$ cat src/hdl/lkc_pkg.sv
`default_nettype none

package lkc_pkg;

  // default cache size
  localparam int ENTRIES_DEF = 64;

  // field widths
  localparam int OP_W      = 2;
  localparam int FONT_W    = 16;
  localparam int CP_W      = 21;
  localparam int SIZE_W    = 10;
  localparam int KEY_W     = FONT_W + CP_W + SIZE_W;
  localparam int PAYLOAD_W = 48;
  localparam int OCC_W     = 7;

  // operation codes
  localparam logic [OP_W-1:0] OP_LOOKUP = 2'd0;
  localparam logic [OP_W-1:0] OP_INSERT = 2'd1;
  localparam logic [OP_W-1:0] OP_CLEAR  = 2'd2;

  // commands from the controller to the datapath
  typedef struct packed {
    logic load;       // capture the input transaction
    logic clear;      // drop all entries
    logic scan_run;   // key search pass over the held entries
    logic upd_start;  // latch the update plan
    logic upd_run;    // recency update pass
    logic resp_set;   // load the result register
  } lkc_cmd_t;

  // status from the datapath to the controller
  typedef struct packed {
    logic pass_done;  // current memory pass has drained
    logic need_upd;   // plan calls for an update pass
    logic out_free;   // result register can take a new result
  } lkc_sts_t;

endpackage

`default_nettype wire

$ cat src/hdl/lkc_ctrl.sv
`default_nettype none

module lkc_ctrl
  import lkc_pkg::*;
(
  input  wire logic            clk,
  input  wire logic            rst_n,
  input  wire logic            in_valid,
  input  wire logic [OP_W-1:0] in_operation,
  output logic                 in_ready,
  input  wire lkc_sts_t        sts,
  output lkc_cmd_t             cmd
);

  typedef enum logic [4:0] {
    ST_IDLE = 5'b00001,
    ST_SCAN = 5'b00010,
    ST_PLAN = 5'b00100,
    ST_UPD  = 5'b01000,
    ST_RESP = 5'b10000
  } state_t;

  state_t state_r;
  state_t state_nxt;

  // sequencing of one transaction
  always_comb begin
    state_nxt = state_r;
    in_ready  = 1'b0;
    cmd       = '0;
    unique case (state_r)
      ST_IDLE: begin
        in_ready = 1'b1;
        if (in_valid) begin
          cmd.load = 1'b1;
          priority if (in_operation == OP_LOOKUP || in_operation == OP_INSERT) begin
            state_nxt = ST_SCAN;
          end else if (in_operation == OP_CLEAR) begin
            cmd.clear = 1'b1;
            state_nxt = ST_RESP;
          end else begin
            state_nxt = ST_RESP;
          end
        end
      end
      ST_SCAN: begin
        cmd.scan_run = 1'b1;
        if (sts.pass_done) begin
          state_nxt = ST_PLAN;
        end
      end
      ST_PLAN: begin
        if (sts.need_upd) begin
          cmd.upd_start = 1'b1;
          state_nxt     = ST_UPD;
        end else begin
          state_nxt = ST_RESP;
        end
      end
      ST_UPD: begin
        cmd.upd_run = 1'b1;
        if (sts.pass_done) begin
          state_nxt = ST_RESP;
        end
      end
      ST_RESP: begin
        if (sts.out_free) begin
          cmd.resp_set = 1'b1;
          state_nxt    = ST_IDLE;
        end
      end
      default: begin
        state_nxt = ST_IDLE;
      end
    endcase
  end

  always_ff @(posedge clk) begin
    if (!rst_n) begin
      state_r <= ST_IDLE;
    end else begin
      state_r <= state_nxt;
    end
  end

endmodule

`default_nettype wire

$ cat config.mk
export PLATFORM = sky130hd
export DESIGN_NAME = lkc_ctrl
export DESIGN_NICKNAME = d
export VERILOG_FILES = /design/src/hdl/lkc_pkg.sv /design/src/hdl/lkc_ctrl.sv
export SDC_FILE = /design/constraint.sdc
export NUM_CORES = 1
export LEC_CHECK = 0
export ABC_AREA = 1
export CAP_MARGIN = 10
export CORE_AREA = 3 3 40 42
export CTS_CLUSTER_SIZE = 28
export DETAILED_ROUTE_END_ITERATION = 10
export DIE_AREA = 0 0 43 45
export DONT_BUFFER_PORTS = 1
export PLACE_DENSITY_LB_ADDON = 0.3
export REMOVE_ABC_BUFFERS = 1
export SLEW_MARGIN = 20
export SYNTH_ARGS = -nofsm -noshare
export SYNTH_HDL_FRONTEND = slang
export SYNTH_SLANG_ARGS = --single-unit
$ cat constraint.sdc
create_clock -name clk -period 1.2 [get_ports clk]
set_input_delay 0.36 -clock clk [delete_from_list [all_inputs] [get_ports clk]]
set_output_delay 0.36 -clock clk [all_outputs]
set_load 0.005 [all_outputs]
### Yosys cells after proc, flatten, opt, wreduce, memory -nomap -nowiden

Cells that the tools add are included.

| cells by class | value |
|---|---|
| equality and inequality tests | 11 |
| multiplexer cells | 18 |
| reductions and logical operators | 3 |

Operators by type and width:

| operator | number |
|---|---|
| $mux W5 | 6 |
| $pmux W5 S5 | 1 |
| $mux W1 | 9 |
| $ne A2 B2 Y1 const B | 4 |
| $eq A5 B1 Y1 const B | 1 |
| $eq A5 B2 Y1 const B | 1 |
| $eq A5 B3 Y1 const B | 1 |
| $eq A5 B4 Y1 const B | 1 |
| $eq A5 B5 Y1 const B | 1 |
| $mux W2 | 2 |
| $reduce_and A4 Y1 | 1 |
| $eq A2 B1 Y1 const B | 1 |
| $eq A2 B2 Y1 const B | 1 |
| $logic_not A2 Y1 | 1 |
| $logic_or A1 B1 Y1 | 1 |

| storage, ports and cells | value |
|---|---|
| register bits | 5 |
| input bits | 8 |
| output and inout bits | 7 |
| word-level logic and storage cells | 33 |

### Logic depth before layout (Yosys ltp)

| depth | value |
|---|---|
| depth in word-level cells | 5 |
| gate-level depth with buffers | 8 |
| gate-level depth less buffers | 8 |

### Worst setup path before layout

No wires, ideal clock.

| timing | value |
|---|---|
| kind | register -> output |
| from | register state_r[3] |
| to | output cmd[4] in the netlist's numbering |
| data arrival time | 0.876 ns |
| data required time | 0.840 ns |
| slack | -0.036 ns |
| stages on the path, launching flop included | 6 |
| buffers on the path | 0 |
| path through | dfxtp_1 > nor2_4 > nand3_2 > inv_2 > nand2_2 > nor3_1 |

RTL lines:

| what | line | text |
|---|---|---|
| from (decl) | lkc_ctrl.sv:23 | `state_t state_r;` |
| from (signal assigned) | lkc_ctrl.sv:82 | `state_r <= state_nxt;` |
| to (decl) | lkc_ctrl.sv:12 | `output lkc_cmd_t cmd` |

==> run_results.csv <==
group,metric,value,unit
run_status,outcome,"finished with violations",
run_status,violated_checks,"setup timing",
placed_design,dp_slack,-0.0720,ns
clock_tree,hold_buffers,0,
power_and_ir_drop,powerDensity,1300,mW/mm2
worst_hold_path,hold_path_class,"primary input to flop",
routing,antenna_violation_net_count_after_detailed_routing,0,
sta,final.min_clock_period,1.44,ns
final_layout,nets,81,
sta,fin_worst_skew,0.000781,ns
critical_path,crit_path_end_kind,"output port",
grt,grt_first_pass_wirelength,1.60,mm
die,initial_util,27.7,%
power_and_ir_drop,power.leakage,0.271,nW
grt,grt.overflow.total,0,
synthesis,post_synth_instance_area,355,um2
critical_path,critPathArrivalTime,1.08,ns
sta,slew_margin_rel,87.2,%
die,design.core.area,0.00128,mm2
power_and_ir_drop,total_power_after_layout,0.738,mW
grt,maximum_number_of_pins_on_one_net_before_global_route_repair,9,
routing,drt_first_iter_violations,2,
synthesis,synth-seq-area-share,28.2,%
critical_path,worst-path-max-fanout,3,
synthesis,syn_inst,57,
clock_tree,cts_tree,"done",
synthesis,post_synth.cell_area_avg,6.23,um2
die,die_height,45,um
clock_tree,register_clock_pin_slew_on_the_reported_worst_setup_and_hold_paths,0.05,ns
sta,post-route-period-util,120,%
routing,vias,400,
power_and_ir_drop,ir_worst_vdd,510,uV
final_layout,post_route_cells_drive_above_1_share,55.6,%
routing,drt-wirelength-per-cell,11.4,um
placed_design,number_of_i_o_port_buffers,0,
clock_tree,insertion_delay,0.24,ns
final_layout,syn2layout_area_growth,59.2,%
critical_path,timing.critical_path.required,0.84,ns
sta,hold_violations,0,
synthesis,synth_warnings,0,
sta,postLayoutSetupSlackWorst,-0.239,ns
die,pin_count,15,
routing,drc_errors,0,
placed_design,place.detailed.hpwl,723,um
sta,maxSlewViolCount,0,
routing,wl,996,um
final_layout,number_of_inserted_diodes,0,
sta,rsz0062_at_grt,"yes",
clock_tree,numClockSinks,5,
grt,grt_pass1_vias,375,
grt,antenna_found_initial,0,
critical_path,timing.critical_path.from,"state_r[0]",
final_layout,biggestRegsByFlops,"state_r (5)",
final_layout,most_flops_register,"state_r",
die,core.rowCount,13,
placed_design,gpl.final_weighted_congestion,0.817,
sta,final-setup-viol-count,10,
clock_tree,cts-root-to-sink-buffers,2,
sta,achievable-frequency,0.695,GHz
die,floorplan.die_area,0.00194,mm2
sta,final.setup.tns,-1.37,ns
critical_path,setup_cp_type,"flop to output port",
synthesis,synth_seq_cells,5,
synthesis,synth.distinct_cells,15,
routing,drt-vias-per-instance,4.60,
die,die_width,43,um
clock_tree,cts.root.buffer_cell,"sky130_fd_sc_hd__clkbuf_4",
sta,fin_hold_ws,0.206,ns
routing,firstDrtPassIters,2,
job,cap_viol_max_count,0,
final_layout,largest_register_ff_count,5,
critical_path,crit_path_start_kind,"flop",
clock_tree,cts-buffers-inserted,3,
grt,globalRouteTotalUtil,11.3,%
sta,timing_worst_slew_pin_value,0.192,ns
worst_hold_path,hold_path.startpoint,"rst_n",
clock_tree,h-tree-depth,1,
critical_path,r2r-start,"state_r[2]",
[per-stage QoR]
step	instance area (um2)	cells	utilization [%]
final	566	87	44.0
after global routing	566	87	44.0
after CTS	523	86	40.7
after detailed placement	427	79	33.2
after global placement	427	79	33.2
after floorplan	348	56	-
[final timing paths]
| kind | endpoint | slack [ns] | cells after the start |
|---|---|---|---|
| worst min register to register | state_r[3] | 0.62 | 3 |
| worst max register to register | state_r[1] | -0.02 | 8 |
| worst min-delay path | state_r[0] | 0.21 | 1 |
| worst max-delay path | cmd[4] | -0.24 | 6 |
[per-layer routing]
layer  GRT usage (%)  up-vias  wire length [um]
met5               0        -                 0
met4            3.61        0                 0
met3            5.18        0                61
met2            15.6       13               511
met1            15.5      176               423
li1                -      211                 -
[worst max-delay path: stages (launching register included)]
cell                      delay [ns]
sky130_fd_sc_hd__dfxtp_4        0.36
sky130_fd_sc_hd__inv_2          0.04
sky130_fd_sc_hd__nor2_4         0.09
sky130_fd_sc_hd__nand3_2        0.09
sky130_fd_sc_hd__inv_2          0.08
sky130_fd_sc_hd__nand2_2        0.06
sky130_fd_sc_hd__nor3_4         0.12
[Yosys cell counts, drive strengths merged]
| master | instances | area, um2 |
|---|---|---|
| dfxtp | 5 | 100 |
| nor2 | 13 | 66.3 |
| buf | 1 | 7.51 |
| a21oi | 3 | 18.8 |
| nor3 | 1 | 5.00 |
| nand3 | 8 | 45.0 |
| inv | 14 | 52.6 |
| nand4 | 5 | 31.3 |
| nand2 | 7 | 28.8 |
[placed cells by master, fill, tap and decap left out]
cell                       count
sky130_fd_sc_hd__nand3_2       1
sky130_fd_sc_hd__nand3_4       1
sky130_fd_sc_hd__dfxtp_1       1
sky130_fd_sc_hd__nor2_4        6
sky130_fd_sc_hd__a21oi_1       2
sky130_fd_sc_hd__dfxtp_4       2
sky130_fd_sc_hd__nor2_1        5
sky130_fd_sc_hd__buf_6         3
sky130_fd_sc_hd__clkbuf_1      1
sky130_fd_sc_hd__nand2_2       3
sky130_fd_sc_hd__a21oi_2       1
sky130_fd_sc_hd__nand2_1       4
sky130_fd_sc_hd__clkbuf_4      3
sky130_fd_sc_hd__inv_2         6
sky130_fd_sc_hd__dfxtp_2       2
sky130_fd_sc_hd__nor2_2        2
sky130_fd_sc_hd__nor3_4        1
sky130_fd_sc_hd__buf_4         9
sky130_fd_sc_hd__nand4_1       5
sky130_fd_sc_hd__inv_1         8
sky130_fd_sc_hd__nand3_1       6
[logic make-up after synthesis]
family,count (synthesis),synth area share [%]
and+or+nand+nor,34,49.6
buffers and inverters,15,16.9
DFF,5,28.2
AOI/OAI and AO/OA,3,5.28
[layout make-up]
cell class                      instances  area, um2
Tap cell                               15       18.8
Timing Repair Buffer                   12        101
Clock buffer                            4       26.3
Multi-Input combinational cell         37        256
Sequential cell                         5        110
Inverter                               14       52.6
Fill cell                             139        719
[report_power, final]
group / internal (mW) / switching [mW] / total, mW / leakage (nW)
Sequential: 0.189 / 0.0254 / 0.214 / 0.0427
Clock: 0.126 / 0.0735 / 0.200 / 0.0150
Combinational: 0.147 / 0.177 / 0.324 / 0.213
Total: 0.462 / 0.276 / 0.738 / 0.271
[what timing repair did]
action                                  4_1_cts  5_1_grt
pin swaps                                     1        3
gates resized for setup                      17        8
endpoints found under the setup margin        8       11
hold endpoints to repair                      0        0
setup buffers                                 3        1
Note: power is estimated with default switching activity, not from simulation.
